[src/rtl/h264sps_pkg.sv]
// Shared types, constants and the syntax kind table of the SPS parser.
// No dependencies.
package h264sps_pkg;

  localparam int MAX_CODE_BITS_DEF = 32;
  localparam int QUEUE_DEPTH       = 4;

  localparam logic [6:0] K_UE = 7'd64;
  localparam logic [6:0] K_SE = 7'd65;

  // Syntax positions with a special role
  localparam logic [6:0] POS_LIST_FLAG = 7'd14;
  localparam logic [6:0] POS_SCALE     = 7'd15;
  localparam logic [6:0] ID_HELD_SCALE = 7'd16;
  localparam logic [6:0] POS_DONE      = 7'd90;
  localparam logic [6:0] POS_ERROR     = 7'd91;
  localparam int         NUM_POS       = 90;

  typedef enum logic [1:0] {
    ST_OK    = 2'd0,
    ST_LONG  = 2'd1,
    ST_EARLY = 2'd2
  } status_e;

  typedef enum logic [1:0] {
    PH_IDLE,
    PH_BITS,
    PH_FIN
  } phase_e;

  // Queue entry between front and back
  typedef struct packed {
    logic       drop;
    logic       fin;
    logic [7:0] data;
  } q_entry_t;

  // One decoded element
  typedef struct packed {
    status_e     status;
    logic [32:0] value;
    logic [9:0]  index;
    logic [6:0]  id;
  } result_t;

  // Bit count for fixed fields, K_UE / K_SE for Exp-Golomb, 0 unused
  localparam logic [6:0] KIND_TABLE [0:NUM_POS-1] = '{
    7'd8, 7'd1, 7'd1, 7'd1, 7'd1, 7'd4, 7'd8, K_UE, K_UE, 7'd1,
    K_UE, K_UE, 7'd1, 7'd1, 7'd1, K_SE, 7'd0, K_UE, K_UE, K_UE,
    7'd1, K_SE, K_SE, K_UE, K_SE, K_UE, 7'd1, K_UE, K_UE, 7'd1,
    7'd1, 7'd1, 7'd1, K_UE, K_UE, K_UE, K_UE, 7'd1, 7'd1, 7'd8,
    7'd16, 7'd16, 7'd1, 7'd1, 7'd1, 7'd3, 7'd1, 7'd1, 7'd8, 7'd8,
    7'd8, 7'd1, K_UE, K_UE, 7'd1, 7'd32, 7'd32, 7'd1, 7'd1, K_UE,
    7'd4, 7'd4, K_UE, K_UE, 7'd1, 7'd5, 7'd5, 7'd5, 7'd5, 7'd1,
    K_UE, 7'd4, 7'd4, K_UE, K_UE, 7'd1, 7'd5, 7'd5, 7'd5, 7'd5,
    7'd1, 7'd1, 7'd1, 7'd1, K_UE, K_UE, K_UE, K_UE, K_UE, K_UE
  };

  function automatic logic [6:0] kind_of(input logic [6:0] pos);
    logic [6:0] k;
    k = 7'd0;
    if (pos < POS_DONE) k = KIND_TABLE[pos];
    return k;
  endfunction

endpackage

[src/rtl/h264_sps_syntax_parser_unit.sv]
// H.264 SPS syntax parser: bytes in, decoded syntax elements out.
//
// Slave stream: one SPS payload byte per transaction (after the NAL
// header, escapes included); tlast marks the last byte of the set.
// Master stream: one decoded element per transaction; tlast marks the
// end-of-set marker element (id 90) that closes every set.
// A byte accepted on the slave port is written into the queue, then loaded
// into the decoder's byte register, and its bits are decoded from there.
// Bits are decoded one per cycle while the receiver does not stall; after
// the last byte the end-of-set marker takes a step of its own. An element is
// presented on the cycle after the cycle that decodes its last bit.
// While the queue holds a byte the decoder moves straight on to it after
// the last bit of the current one; otherwise it idles until a byte arrives.
// A 4-entry byte queue lets the sender run ahead of the decoder.
// Reset returns to the start of a set; the end-of-set marker does too.
// When the receiver stalls, the result register holds and the decoder
// waits; the byte queue keeps accepting until it is full.
module h264_sps_syntax_parser_unit #(
  parameter int MAX_CODE_BITS = h264sps_pkg::MAX_CODE_BITS_DEF
) (
  input  logic        clk_i,
  input  logic        rst_ni,
  input  logic        s_axis_tvalid,
  output logic        s_axis_tready,
  input  logic [7:0]  s_axis_tdata,   // [7:0] payload_byte
  input  logic        s_axis_tlast,   // final_byte
  output logic        m_axis_tvalid,
  input  logic        m_axis_tready,
  output logic [55:0] m_axis_tdata,   // [6:0] element_id, [16:7] element_index,
                                      // [49:17] element_value, [51:50] parse_status
  output logic        m_axis_tlast    // end_of_set
);

  logic                  q_full, q_push, q_pop, q_valid;
  h264sps_pkg::q_entry_t q_in, q_out;
  h264sps_pkg::result_t  res;

  h264sps_front u_front (
    .clk_i, .rst_ni,
    .s_axis_tvalid, .s_axis_tready, .s_axis_tdata, .s_axis_tlast,
    .q_full_i(q_full), .q_push_o(q_push), .q_entry_o(q_in)
  );

  h264sps_queue u_queue (
    .clk_i, .rst_ni,
    .push_i(q_push), .entry_i(q_in), .full_o(q_full),
    .pop_i(q_pop), .valid_o(q_valid), .entry_o(q_out)
  );

  h264sps_back #(.MAX_CODE_BITS(MAX_CODE_BITS)) u_back (
    .clk_i, .rst_ni,
    .q_valid_i(q_valid), .q_entry_i(q_out), .q_pop_o(q_pop),
    .m_valid_o(m_axis_tvalid), .m_ready_i(m_axis_tready), .m_res_o(res)
  );

  // Pack result fields, id in the lowest bits and zero padding on top
  assign m_axis_tdata = {4'd0, res.status, res.value, res.index, res.id};
  assign m_axis_tlast = (res.id == h264sps_pkg::POS_DONE);

endmodule

[src/rtl/h264sps_front.sv]
// Front end: accepts payload bytes and marks emulation-prevention bytes.
// Depends on h264sps_pkg.
module h264sps_front (
  input  logic                 clk_i,
  input  logic                 rst_ni,
  input  logic                 s_axis_tvalid,
  output logic                 s_axis_tready,
  input  logic [7:0]           s_axis_tdata,   // [7:0] payload_byte
  input  logic                 s_axis_tlast,   // final_byte
  input  logic                 q_full_i,
  output logic                 q_push_o,
  output h264sps_pkg::q_entry_t q_entry_o
);

  logic [1:0] zero_run_q, zero_run_d;
  logic       drop;

  assign s_axis_tready = !q_full_i;
  assign q_push_o      = s_axis_tvalid && !q_full_i;

  // 0x03 after two zero bytes is dropped
  assign drop = (zero_run_q == 2'd2) && (s_axis_tdata == 8'h03);

  always_comb begin
    zero_run_d = zero_run_q;
    if (drop) begin
      zero_run_d = 2'd0;
    end else if (s_axis_tdata == 8'h00) begin
      if (zero_run_q != 2'd2) zero_run_d = zero_run_q + 2'd1;
    end else begin
      zero_run_d = 2'd0;
    end
  end

  assign q_entry_o = '{drop: drop, fin: s_axis_tlast, data: s_axis_tdata};

  // Run resets with the set so a new set starts clean
  always_ff @(posedge clk_i or negedge rst_ni) begin
    if (!rst_ni) begin
      zero_run_q <= 2'd0;
    end else if (q_push_o) begin
      zero_run_q <= s_axis_tlast ? 2'd0 : zero_run_d;
    end
  end

endmodule

[src/rtl/h264sps_queue.sv]
// Short queue of classified bytes between front and back end.
// Depends on h264sps_pkg.
module h264sps_queue (
  input  logic                  clk_i,
  input  logic                  rst_ni,
  input  logic                  push_i,
  input  h264sps_pkg::q_entry_t entry_i,
  output logic                  full_o,
  input  logic                  pop_i,
  output logic                  valid_o,
  output h264sps_pkg::q_entry_t entry_o
);

  localparam int Depth = h264sps_pkg::QUEUE_DEPTH;
  localparam int PtrW  = $clog2(Depth);

  h264sps_pkg::q_entry_t mem_q [Depth];
  logic [PtrW-1:0] wr_q, rd_q;
  logic [PtrW:0]   cnt_q;

  assign full_o  = (cnt_q == (PtrW+1)'(Depth));
  assign valid_o = (cnt_q != '0);
  assign entry_o = mem_q[rd_q];

  always_ff @(posedge clk_i) begin
    if (push_i) mem_q[wr_q] <= entry_i;
  end

  // Pointers wrap naturally for a power-of-two depth
  always_ff @(posedge clk_i or negedge rst_ni) begin
    if (!rst_ni) begin
      wr_q  <= '0;
      rd_q  <= '0;
      cnt_q <= '0;
    end else begin
      if (push_i) wr_q <= wr_q + 1'b1;
      if (pop_i)  rd_q <= rd_q + 1'b1;
      cnt_q <= cnt_q + (PtrW+1)'(push_i) - (PtrW+1)'(pop_i);
    end
  end

endmodule

[src/rtl/h264sps_back.sv]
// Back end: bit-serial Exp-Golomb / fixed-field decoder and SPS sequencer.
// Depends on h264sps_pkg; holds the output register of the stream port.
module h264sps_back #(
  parameter int MAX_CODE_BITS = h264sps_pkg::MAX_CODE_BITS_DEF
) (
  input  logic                  clk_i,
  input  logic                  rst_ni,
  input  logic                  q_valid_i,
  input  h264sps_pkg::q_entry_t q_entry_i,
  output logic                  q_pop_o,
  output logic                  m_valid_o,
  input  logic                  m_ready_i,
  output h264sps_pkg::result_t  m_res_o
);

  // Control
  h264sps_pkg::phase_e phase_q, phase_d;
  logic [2:0] bit_q;
  logic [7:0] byte_q;
  logic       fin_q, drop_q;
  logic       step, last_bit;

  // Decoder state
  logic [6:0]  pos_q, pos_d;
  logic [5:0]  lz_q, lz_d;
  logic [31:0] acc_q, acc_d;
  logic [5:0]  left_q, left_d;
  logic [7:0]  cnt_q, cnt_d;
  logic [7:0]  lim_q, lim_d;
  logic [3:0]  sln_q, sln_d;
  logic [7:0]  prev_q, prev_d;
  logic        high_q, high_d, f444_q, f444_d, nal_q, nal_d, vcl_q, vcl_d;
  logic        sfx_q, sfx_d;

  // Output register
  logic                 oval_q;
  h264sps_pkg::result_t ores_q;
  logic                 emit;
  h264sps_pkg::result_t eres;

  // Datapath temporaries
  logic        b, fixed, done, flag_v;
  logic [6:0]  kind, nxt, ld_nxt, nkind;
  logic [31:0] acc_n;
  logic [32:0] code, mag, v;
  logic [9:0]  idx;
  logic [7:0]  ns;
  logic [8:0]  cnt_inc;
  logic [4:0]  sln_inc;

  assign last_bit = (bit_q == 3'd7);
  assign step     = (phase_q != h264sps_pkg::PH_IDLE) && (!oval_q || m_ready_i);

  // Phase sequencing
  always_comb begin
    phase_d = phase_q;
    unique case (phase_q)
      h264sps_pkg::PH_IDLE: if (q_valid_i) phase_d = h264sps_pkg::PH_BITS;
      h264sps_pkg::PH_BITS: begin
        if (step && last_bit) begin
          if (fin_q)          phase_d = h264sps_pkg::PH_FIN;
          else if (q_valid_i) phase_d = h264sps_pkg::PH_BITS;
          else                phase_d = h264sps_pkg::PH_IDLE;
        end
      end
      h264sps_pkg::PH_FIN: begin
        if (step) phase_d = q_valid_i ? h264sps_pkg::PH_BITS : h264sps_pkg::PH_IDLE;
      end
      default: phase_d = h264sps_pkg::PH_IDLE;
    endcase
  end

  // Queue pop: load a new byte when the current one is finished
  always_comb begin
    unique case (phase_q)
      h264sps_pkg::PH_IDLE: q_pop_o = q_valid_i;
      h264sps_pkg::PH_BITS: q_pop_o = q_valid_i && step && last_bit && !fin_q;
      h264sps_pkg::PH_FIN:  q_pop_o = q_valid_i && step;
      default:              q_pop_o = 1'b0;
    endcase
  end

  // Array index of the current element
  always_comb begin
    unique case (pos_q)
      h264sps_pkg::POS_LIST_FLAG: idx = {6'd0, sln_q};
      h264sps_pkg::POS_SCALE:     idx = {sln_q, cnt_q[5:0]};
      7'd24, 7'd62, 7'd63, 7'd64, 7'd73, 7'd74, 7'd75: idx = {2'd0, cnt_q};
      default:                    idx = 10'd0;
    endcase
  end

  // One bit of decoding, or the end-of-set marker in the final phase
  always_comb begin
    b       = byte_q[3'd7 - bit_q];
    kind    = h264sps_pkg::kind_of(pos_q);
    fixed   = (kind != 7'd0) && (kind <= 7'd32);
    acc_n   = {acc_q[30:0], b};
    done    = 1'b0;
    code    = 33'd0;
    nxt     = pos_q;
    emit    = 1'b0;
    eres    = '{status: h264sps_pkg::ST_OK, value: 33'd0, index: idx, id: pos_q};
    pos_d   = pos_q;  lz_d  = lz_q;  acc_d = acc_q;  left_d = left_q;
    cnt_d   = cnt_q;  lim_d = lim_q; sln_d = sln_q;  prev_d = prev_q;
    high_d  = high_q; f444_d = f444_q; nal_d = nal_q; vcl_d = vcl_q;
    sfx_d   = sfx_q;
    mag     = 33'd0;
    v       = 33'd0;
    ns      = 8'd0;
    flag_v  = 1'b0;
    cnt_inc = {1'b0, cnt_q} + 9'd1;
    sln_inc = {1'b0, sln_q} + 5'd1;
    ld_nxt  = (sln_inc < (f444_q ? 5'd12 : 5'd8)) ? h264sps_pkg::POS_LIST_FLAG : 7'd17;
    nkind   = 7'd0;

    if (phase_q == h264sps_pkg::PH_FIN) begin
      // End of set marker, then back to reset state
      emit = 1'b1;
      eres.id    = h264sps_pkg::POS_DONE;
      eres.index = 10'd0;
      eres.status = (pos_q == h264sps_pkg::POS_DONE)  ? h264sps_pkg::ST_OK :
                    (pos_q == h264sps_pkg::POS_ERROR) ? h264sps_pkg::ST_LONG :
                                                        h264sps_pkg::ST_EARLY;
      pos_d = 7'd0; lz_d = 6'd0; acc_d = 32'd0; left_d = 6'd8;
      cnt_d = 8'd0; lim_d = 8'd0; sln_d = 4'd0; prev_d = 8'd8;
      high_d = 1'b0; f444_d = 1'b0; nal_d = 1'b0; vcl_d = 1'b0; sfx_d = 1'b0;
    end else if (!drop_q && pos_q < h264sps_pkg::POS_DONE) begin
      if (fixed) begin
        acc_d  = acc_n;
        left_d = left_q - 6'd1;
        if (left_q == 6'd1) begin
          done = 1'b1;
          code = {1'b0, acc_n};
        end
      end else if (!sfx_q) begin
        // Prefix: count leading zeros
        if (!b) begin
          lz_d = lz_q + 6'd1;
          if ((7'(lz_q) + 7'd1) >= 7'(MAX_CODE_BITS)) begin
            emit = 1'b1;
            eres.status = h264sps_pkg::ST_LONG;
            pos_d = h264sps_pkg::POS_ERROR;
          end
        end else if (lz_q == 6'd0) begin
          done = 1'b1;
        end else begin
          sfx_d  = 1'b1;
          left_d = lz_q;
          acc_d  = 32'd0;
        end
      end else begin
        acc_d  = acc_n;
        left_d = left_q - 6'd1;
        if (left_q == 6'd1) begin
          done = 1'b1;
          code = ((33'd1 << lz_q) - 33'd1) + {1'b0, acc_n};
        end
      end

      if (done) begin
        mag = (code + 33'd1) >> 1;
        v   = (kind == h264sps_pkg::K_SE) ? (code[0] ? mag : (33'd0 - mag)) : code;
        flag_v = (v != 33'd0);
        emit = 1'b1;
        if (pos_q == h264sps_pkg::POS_SCALE) begin
          ns = prev_q + v[7:0];
          if (ns == 8'd0) begin
            eres.id    = h264sps_pkg::ID_HELD_SCALE;
            eres.value = {25'd0, prev_q};
            sln_d = sln_inc[3:0];
            nxt   = ld_nxt;
          end else begin
            prev_d = ns;
            eres.value = {25'd0, ns};
            cnt_d = cnt_inc[7:0];
            if (cnt_inc < ((sln_q < 4'd6) ? 9'd16 : 9'd64)) begin
              nxt = h264sps_pkg::POS_SCALE;
            end else begin
              sln_d = sln_inc[3:0];
              nxt   = ld_nxt;
            end
          end
        end else begin
          eres.value = v;
          nxt = pos_q + 7'd1;
          unique case (pos_q)
            7'd0: begin
              if (v == 33'd100 || v == 33'd110 || v == 33'd122 || v == 33'd244 ||
                  v == 33'd44 || v == 33'd83 || v == 33'd86 || v == 33'd118 ||
                  v == 33'd128) high_d = 1'b1;
            end
            7'd7: nxt = high_q ? 7'd8 : 7'd17;
            7'd8: begin
              if (v == 33'd3) f444_d = 1'b1;
              nxt = (v == 33'd3) ? 7'd9 : 7'd10;
            end
            7'd13: begin
              sln_d = 4'd0;
              nxt = flag_v ? h264sps_pkg::POS_LIST_FLAG : 7'd17;
            end
            h264sps_pkg::POS_LIST_FLAG: begin
              if (flag_v) begin
                cnt_d = 8'd0; prev_d = 8'd8; nxt = h264sps_pkg::POS_SCALE;
              end else begin
                sln_d = sln_inc[3:0]; nxt = ld_nxt;
              end
            end
            7'd18: nxt = (v == 33'd0) ? 7'd19 : ((v == 33'd1) ? 7'd20 : 7'd25);
            7'd19: nxt = 7'd25;
            7'd23: begin
              lim_d = (v > 33'd255) ? 8'd255 : v[7:0];
              cnt_d = 8'd0;
              nxt = (v != 33'd0) ? 7'd24 : 7'd25;
            end
            7'd24: begin
              cnt_d = cnt_inc[7:0];
              nxt = (cnt_inc < {1'b0, lim_q}) ? 7'd24 : 7'd25;
            end
            7'd29: nxt = flag_v ? 7'd31 : 7'd30;
            7'd32: nxt = flag_v ? 7'd33 : 7'd37;
            7'd37: nxt = flag_v ? 7'd38 : h264sps_pkg::POS_DONE;
            7'd38: nxt = flag_v ? 7'd39 : 7'd42;
            7'd39: nxt = (v == 33'd255) ? 7'd40 : 7'd42;
            7'd42: nxt = flag_v ? 7'd43 : 7'd44;
            7'd44: nxt = flag_v ? 7'd45 : 7'd51;
            7'd47: nxt = flag_v ? 7'd48 : 7'd51;
            7'd51: nxt = flag_v ? 7'd52 : 7'd54;
            7'd54: nxt = flag_v ? 7'd55 : 7'd58;
            7'd58: begin
              if (flag_v) nal_d = 1'b1;
              nxt = flag_v ? 7'd59 : 7'd69;
            end
            7'd59, 7'd70: begin
              lim_d = ((v > 33'd31) ? 8'd31 : v[7:0]) + 8'd1;
              cnt_d = 8'd0;
            end
            7'd64, 7'd75: begin
              cnt_d = cnt_inc[7:0];
              nxt = (cnt_inc < {1'b0, lim_q}) ? (pos_q - 7'd2) : (pos_q + 7'd1);
            end
            7'd68: nxt = 7'd69;
            7'd69: begin
              if (flag_v) vcl_d = 1'b1;
              nxt = flag_v ? 7'd70 : (nal_q ? 7'd80 : 7'd81);
            end
            7'd79: nxt = (nal_q || vcl_q) ? 7'd80 : 7'd81;
            7'd82: nxt = flag_v ? 7'd83 : h264sps_pkg::POS_DONE;
            7'd89: nxt = h264sps_pkg::POS_DONE;
            default: ;
          endcase
        end
        // Enter the next element
        nkind  = h264sps_pkg::kind_of(nxt);
        pos_d  = nxt;
        acc_d  = 32'd0;
        lz_d   = 6'd0;
        sfx_d  = 1'b0;
        left_d = ((nkind != 7'd0) && (nkind <= 7'd32)) ? nkind[5:0] : 6'd0;
      end
    end
  end

  // Control and decoder registers
  always_ff @(posedge clk_i or negedge rst_ni) begin
    if (!rst_ni) begin
      phase_q <= h264sps_pkg::PH_IDLE;
      bit_q   <= 3'd0;
      oval_q  <= 1'b0;
      pos_q <= 7'd0; lz_q <= 6'd0; acc_q <= 32'd0; left_q <= 6'd8;
      cnt_q <= 8'd0; lim_q <= 8'd0; sln_q <= 4'd0; prev_q <= 8'd8;
      high_q <= 1'b0; f444_q <= 1'b0; nal_q <= 1'b0; vcl_q <= 1'b0; sfx_q <= 1'b0;
    end else begin
      phase_q <= phase_d;
      if (q_pop_o)   bit_q <= 3'd0;
      else if (step) bit_q <= bit_q + 3'd1;
      if (step) begin
        pos_q <= pos_d; lz_q <= lz_d; acc_q <= acc_d; left_q <= left_d;
        cnt_q <= cnt_d; lim_q <= lim_d; sln_q <= sln_d; prev_q <= prev_d;
        high_q <= high_d; f444_q <= f444_d; nal_q <= nal_d; vcl_q <= vcl_d;
        sfx_q <= sfx_d;
      end
      if (step && emit)  oval_q <= 1'b1;
      else if (m_ready_i) oval_q <= 1'b0;
    end
  end

  // Payload registers
  always_ff @(posedge clk_i) begin
    if (q_pop_o) begin
      byte_q <= q_entry_i.data;
      fin_q  <= q_entry_i.fin;
      drop_q <= q_entry_i.drop;
    end
    if (step && emit) ores_q <= eres;
  end

  assign m_valid_o = oval_q;
  assign m_res_o   = ores_q;

endmodule

[config.mk]
export PLATFORM = sky130hd
export DESIGN_NAME = h264_sps_syntax_parser_unit
export DESIGN_NICKNAME = d
export VERILOG_FILES = /design/src/rtl/h264sps_pkg.sv /design/src/rtl/h264_sps_syntax_parser_unit.sv /design/src/rtl/h264sps_front.sv /design/src/rtl/h264sps_queue.sv /design/src/rtl/h264sps_back.sv
export SDC_FILE = /design/constraint.sdc
export NUM_CORES = 1
export LEC_CHECK = 0
export BUFFER_PORTS_ARGS = -buffer_cell sky130_fd_sc_hd__buf_2
export CELL_PAD_IN_SITES_DETAIL_PLACEMENT = 1
export CELL_PAD_IN_SITES_GLOBAL_PLACEMENT = 2
export CORE_UTILIZATION = 35
export DETAILED_ROUTE_END_ITERATION = 8
export HOLD_SLACK_MARGIN = 0.02
export PLACE_DENSITY_LB_ADDON = 0.1
export SLEW_MARGIN = 25
export SYNTH_ARGS = -nofsm -noshare
export SYNTH_HDL_FRONTEND = slang
export SYNTH_HIERARCHICAL = 1
export SYNTH_SLANG_ARGS = --single-unit
[constraint.sdc]
create_clock -name clk_i -period 15.02 [get_ports clk_i]
set_input_delay 0.751 -clock clk_i [delete_from_list [all_inputs] [get_ports clk_i]]
set_output_delay 0.751 -clock clk_i [all_outputs]
set_load 0.1 [all_outputs]
# Word level (Yosys, flattened, before mapping)

Memory sizes are Yosys's and may differ from the RTL's. A register that Yosys moved wholly into a read port is not among the register bits.
Cells that the tools add are included.

Bits in registers: 150
Bits in latches: 0
Bits in writable memories: 40
ROM bits: 1,792
Bits of input ports: 13
Output and inout port bits: 59
Word-level logic and storage cells: 397
Memories: 3

Memory list:

| name             | depth | width | read ports | clocked after memory_dff | write ports | RTL line            | RTL |
|---|---|---|---|---|---|---|---|
| (name not given) | 128   | 7     | 1          | 0                        | 0           | h264sps_pkg.sv:62   | `if (pos < POS_DONE) k = KIND_TABLE[pos];` |
| (name not given) | 128   | 7     | 1          | 0                        | 0           | h264sps_pkg.sv:62   |  |
| u_queue.mem_q    | 4     | 10    | 1          | 1                        | 1           | h264sps_queue.sv:17 | `h264sps_pkg::q_entry_t mem_q [Depth];` |

Add/subtract/negate cells: 20
Multiply operators: 0
Divide/modulo/power cells: 0
Magnitude comparators: 14
Equality and inequality tests: 70
Shift operators: 1
Multiplexer cells: 187
Bitwise logic cells: 4
Reduce and logical (&&, ||, !) cells: 74

Operators by type and width:

| cell                    | count |
|---|---|
| $mux W33                | 9 |
| $mux W7                 | 33 |
| $mux W31                | 7 |
| $eq A33 B7 Y1 const B   | 6 |
| $pmux W7 S25            | 1 |
| $mux W8                 | 20 |
| $eq A33 B8 Y1 const B   | 3 |
| $eq A7 B7 Y1 const B    | 14 |
| $eq A7 B6 Y1 const B    | 13 |
| $mux W6                 | 14 |
| $mux W1                 | 56 |
| $reduce_and A6 Y1       | 8 |
| $mux W4                 | 11 |
| $mux W2                 | 18 |
| $eq A7 B5 Y1 const B    | 5 |
| $mux W35                | 1 |
| $add A33 B1 Y33 const B | 1 |
| $add A33 B32 Y33        | 1 |
| $eq A33 B1 Y1 const B   | 1 |
| $eq A33 B2 Y1 const B   | 1 |
| $eq A33 B6 Y1 const B   | 1 |
| $gt A33 B5 Y1 const B   | 1 |
| $gt A33 B8 Y1 const B   | 1 |
| $logic_not A33 Y1       | 1 |
| 72 further kinds        | 143 |

# Depth between registers and ports, before layout

Word-level depth: 36
Mapped depth: 48
Gate-level depth less buffers: 41

# By module

Netlist, hierarchy kept.

Modules (own cells, without submodules):

| module                      | instances | cells an instance | area each (sq um) | sequential area each (sq um) |
|---|---|---|---|---|
| h264sps_back                | 1         | 2,305             | 17,466.8          | 4,091.4 |
| h264sps_queue               | 1         | 86                | 1,836.8           | 1,376.3 |
| h264sps_front               | 1         | 29                | 240.2             | 50.0 |
| h264_sps_syntax_parser_unit | 1         | 7                 | 53.8              | 0.0 |

# Least setup slack after synthesis

OpenSTA, ideal clock, no wires.

Kind: flip-flop to flip-flop
From: register u_back.pos_q[2]
To: register u_back.left_q[0]
Library setup time: 0.124 ns
Arrival time: 9.670 ns
Data required time: 14.896 ns
Slack: 5.226 ns
Cell stages (with the launch flop): 48
Buffers on the path: 7
Clock period less this slack: 9.794 ns
Cells stage by stage: dfrtp_1 > buf_2 > buf_2 > buf_1 > clkinv_1 > ha_1 > and4b_1 > a311oi_1 > o211ai_1 > o32a_1 > a211oi_4 > buf_4 > buf_6 > o211ai_1 > and2_1 > inv_2 > clkbuf_1 > ha_1 > [... 12 more ...] > a21oi_1 > o21bai_1 > a21oi_1 > xnor2_1 > or2_2 > nand2_1 > and2_1 > nor2_1 > o21ai_1 > nand2_1 > inv_1 > ha_1 > inv_1 > a221o_1 > nand3_1 > nand4_1 > o311a_1 > o31a_1

Cells in the longest elaborated chain, start to end: 36
Elaborated cells between the ends (all ways): 105
Those cells by class: 5 x add/sub; 4 x order compare; 32 x eq/ne; 48 x mux; 2 x bitwise; 12 x reduce/logical; 2 x memory

Ends and longest elaborated chain:

| item                                               | RTL line            | RTL |
|---|---|---|
| from (decl)                                        | h264sps_back.sv:24  | `logic [6:0] pos_q, pos_d;` |
| from (signal assigned)                             | h264sps_back.sv:270 | `pos_q <= 7'd0; lz_q <= 6'd0; acc_q <= 32'd0; left_q <= 6'd8;` |
| from (signal assigned)                             | h264sps_back.sv:278 | `pos_q <= pos_d; lz_q <= lz_d; acc_q <= acc_d; left_q <= left_d;` |
| $not A7 Y8 (implied by the code)                   | h264sps_pkg.sv:62   |  |
| $mem_v2 Z128 W7                                    | --                  |  |
| $mux W7 (implied by the code) (2 in a row)         | h264sps_pkg.sv:62   |  |
| $mux W7                                            | h264sps_pkg.sv:62   |  |
| $le A7 B6 Y1 or $reduce_bool A7 Y1 (tied branches) | h264sps_back.sv:97  | `fixed = (kind != 7'd0) && (kind <= 7'd32);` |
| $logic_and A1 B1 Y1                                | h264sps_back.sv:97  |  |
| $mux W33                                           | h264sps_back.sv:129 | `if (fixed) begin` |
| $mux W33                                           | h264sps_back.sv:128 | `end else if (!drop_q && pos_q < h264sps_pkg::POS_DONE) begin` |
| [... 19 more ...]                                  | --                  |  |
| $mux W7                                            | h264sps_back.sv:128 |  |
| $mux W7                                            | h264sps_back.sv:117 | `if (phase_q == h264sps_pkg::PH_FIN) begin` |
| $le A7 B6 Y1 or $reduce_bool A7 Y1 (tied branches) | h264sps_back.sv:259 | `left_d = ((nkind != 7'd0) && (nkind <= 7'd32)) ? nkind[5:0] : 6'd0;` |
| $logic_and A1 B1 Y1                                | h264sps_back.sv:259 |  |
| $mux W6                                            | h264sps_back.sv:259 |  |
| $mux W6                                            | h264sps_back.sv:161 | `if (done) begin` |
| $mux W6                                            | h264sps_back.sv:128 |  |
| $mux W6                                            | h264sps_back.sv:117 |  |
| to (signal assigned)                               | h264sps_back.sv:270 |  |
| to (signal assigned)                               | h264sps_back.sv:278 |  |
| to (decl)                                          | h264sps_back.sv:27  | `logic [5:0] left_q, left_d;` |

Several ways; a longest one is shown, not always the timed one. The select of a mux whose other input is x is not followed.
A chain may end at the register's enable or synchronous reset.

# Worst setup path in the final report

Ends and elaborated chain as after synthesis.

==> metrics.md <==
| Metric | Value |
|---|---|
| Number of global-route vias before repair | `18700` |
| Critical Path Source Type | `flip-flop` |
| Post-DRT Antenna Nets | `0` |
| Post-CTS resize count | `0` |
| Clk_skew | `0.0215 ns` |
| Most common cell in the synthesized netlist | `nand2_1` |
| Cell count after synthesis | `2427` |
| Area contributors post-synth | `edfxtp_1, dfrtp_1, ha_1` |
| Largest net degree at the start of global routing | `52` |
| Share of post-route cells with drive strength above 1 | `10.1%` |
| Placer Congestion | `0.910` |
| Max-slew violations | `0` |
| Maxcap violations | `0` |
| Die area | `56900 µm²` |
| Wirelength per Cell | `23.9 µm` |
| Synth-to-Final Area Change | `7.65%` |
| Cell family with the largest share of critical-path delay | `compound AO/OA/AOI/OAI gates` |
| Number of remaining DRC errors | `0` |
| CTS sink count | `200` |
| Placed cell area | `20400 µm²` |
| Hold Vio Cnt, Final | `0` |
| Crit share post-route | `78.9%` |
| GRT Total Usage | `26.9%` |
| Clock buffer depth | `2` |
| Area leader, netlist | `edfxtp_1` |
| Initial antenna violation count | `1` |
| Post-layout min period | `11.85 ns` |
| Post-synth EDFFs | `102` |
| CP required | `15.41 ns` |
| First-pass GRT wire length | `118000 µm` |
| Grt ovf | `0` |
| Reg2reg path depth | `42` |
| Design area | `21100 µm²` |
| End of the worst register-to-register path | `u_back/left_q[0]` |
| Yosys warns | `6` |
| Max stage delay on crit path | `0.67 ns` |
| Io pins | `72` |
| Hold Buf Count CTS | `0` |
| Post-synth top cells | `nand2_1, nor2_1, inv_1, o21ai_0, a21oi_1` |
| Initial core utilization | `35.5%` |
| Sequential Area | `5520 µm²` |
| Reg2reg setup slack | `3.17 ns` |
| Worst hold path class | `primary input to async pin` |
| Status | `complete, no violations` |
| Post-synthesis register bit count | `200` |
| Worst setup EP type | `flip-flop` |
| Final #Nets | `2536` |
| Rows | `86` |
| CTS Buf Count | `17` |
| Port Buffers | `67` |
| Worst-margin pin slew | `1.06 ns` |
| Footprint of the multi-input gates | `12800 µm²` |
| Core box area | `55200 µm²` |
| Avg Inst Size Synth | `8.07 µm²` |
| Vias/cell | `5.97` |
| Critical-path top delay cell | `o21ai_1` |
| Initial drt markers | `1389` |
| CP Capture Point | `u_back/left_q[0]` |
| Detail Placement HPWL | `59400 µm` |
| Worst-Skew Late Latency | `0.51 ns` |
| Setup bufs post-CTS | `0` |
| WL final | `75700 µm` |
| Clock-pin slew on the worst setup and hold paths | `0.09 ns` |
| RSZ-0062 raised after global routing | `no` |
| Top cell type's share of synthesized area | `15.6%` |
| Initial DRT Pass Iterations | `5` |
| FILL cells | `6631` |
| Stages on the worst setup path | `42` |
| Root buffer cell | `clkbuf_16` |
| Post-synth cell types | `131` |
| Synth async-reset ratio | `49.0%` |
| F_max | `0.0844 GHz` |
| Synth Flop Type | `edfxtp_1` |
| Die height | `239 µm` |
| Die width | `239 µm` |
| Final setup fails | `0` |
| Worst Hold Slack | `0.284 ns` |
| Max-slew headroom | `28.6%` |
| H-tree Lvls | `4` |
| Synth Cell Area | `19600 µm²` |
| Crit path DAT | `12.24 ns` |
| Worst Path Max Fanout | `42` |
| Via count | `18900` |
| CTS tree | `done` |
| Sequential area share after synthesis | `28.2%` |
| R2r startpoint | `u_back/pos_q[2]` |
| Setup TNS | `0 ns` |
| Crit path kind | `flip-flop to flip-flop` |
| CP Buf/Inv Count | `8` |
| Setup crit start | `u_back/pos_q[2]` |
-- state kept, by name, indices dropped and copies added (netlist names), 2 cells and up --
name	count
u_back/acc_q	31
u_back/bit_q	3
u_back/byte_q	8
u_back/cnt_q	8
u_back/left_q	6
u_back/lim_q	8
u_back/lz_q	6
u_back/m_res_o	52
u_back/phase_q	2
u_back/pos_q	7
u_back/prev_q	8
u_back/sln_q	4
u_front/zero_run_q	2
u_queue/cnt_q	3
u_queue/mem_q	40
u_queue/rd_q	2
u_queue/wr_q	2
-- through the flow --
step	util [%]	cells	setup slack (ns)
2_1_floorplan	-	2430	5.23
3_3_place_gp	37.0	3129	3.81
3_5_place_dp	37.0	3129	3.41
4_1_cts	38.2	3161	3.37
5_1_grt	38.2	3163	2.34
6_report	38.2	3163	3.17
-- worst reg2reg max path: cells and delay by family (launching register included) --
kind,cells,cell delay (ns)
AOI/OAI and AO/OA,15,3.85
xor gates and xnor gates,1,0.13
adders and majority gates,4,1.46
buffers and inverters,8,2.26
DFF,1,0.33
and+or+nand+nor,14,3.71
-- cell type report --
cell class / instances / area share, %
clock buffers: 17 / 2.02
flip-flops and latches: 200 / 26.2
well taps: 748 / 4.44
inverters: 168 / 2.99
repair buffers: 100 / 2.76
clock inverters: 15 / 1.12
multi-input cells: 1914 / 60.5
diodes: 1 / 0.0119
-- cell families after synthesis --
group                      Yosys count  synth area share (%)
AOI/OAI and AO/OA                  702                  24.9
xor gates and xnor gates            95                  4.32
adders and majority gates          122                  7.90
buffers and inverters              316                  7.02
DFF                                200                  28.2
muxes                               45                  3.23
other                                1                0.0191
and+or+nand+nor                    946                  24.5
-- placed cells by master, fill, tap and decap left out, types with 10 or more instances in the layout --
| master | n |
|---|---|
| or4_1 | 10 |
| a31oi_1 | 27 |
| o21ai_1 | 19 |
| xnor2_1 | 59 |
| a22oi_1 | 16 |
| o21ai_0 | 149 |
| o2111ai_1 | 19 |
| a21oi_1 | 133 |
| nand3_1 | 114 |
| and2_1 | 30 |
| ha_1 | 119 |
| mux2i_1 | 19 |
| nor4_1 | 23 |
| o211ai_1 | 43 |
| o22ai_1 | 17 |
| clkbuf_16 | 17 |
| inv_1 | 162 |
| mux2_2 | 12 |
| o31ai_1 | 24 |
| and3_1 | 36 |
| buf_2 | 66 |
| a211oi_1 | 39 |
| edfxtp_1 | 102 |
| nand4_1 | 43 |
| o21bai_1 | 10 |
| nor2_1 | 190 |
| buf_4 | 33 |
| xor2_1 | 34 |
| and4_1 | 13 |
| dfrtp_1 | 96 |
| o21a_1 | 20 |
| or2_2 | 14 |
| or3_1 | 31 |
| a21o_1 | 25 |
| nor3_1 | 71 |
| nor2b_1 | 27 |
| nand2_1 | 265 |
| mux4_2 | 10 |
| nand2b_1 | 14 |
-- worst min path at each step --
stage	from	to	slack, ns	cells after the start
3_5_place_dp	u_back/lim_q[2]	u_back/lim_q[2]	0.46	2
2_1_floorplan	u_back/lim_q[2]	u_back/lim_q[2]	0.44	2
5_1_grt	rst_ni	u_back/acc_q[22]	0.31	1
6_report	rst_ni	u_back/acc_q[22]	0.28	1
3_3_place_gp	u_back/lim_q[4]	u_back/lim_q[4]	0.46	2
4_1_cts	rst_ni	u_back/acc_q[22]	0.28	1
-- layer usage --
layer	up-vias	track usage [%]	share of wire, %
li1	8923	-	-
met1	9460	40.8	51
met2	427	39.5	43
met3	82	3.36	4.3
met4	0	7.25	2.2
met5	-	0	0
Power is not shown: default switching activity piles up to over one toggle a cycle in this logic, so the estimate is an artifact.
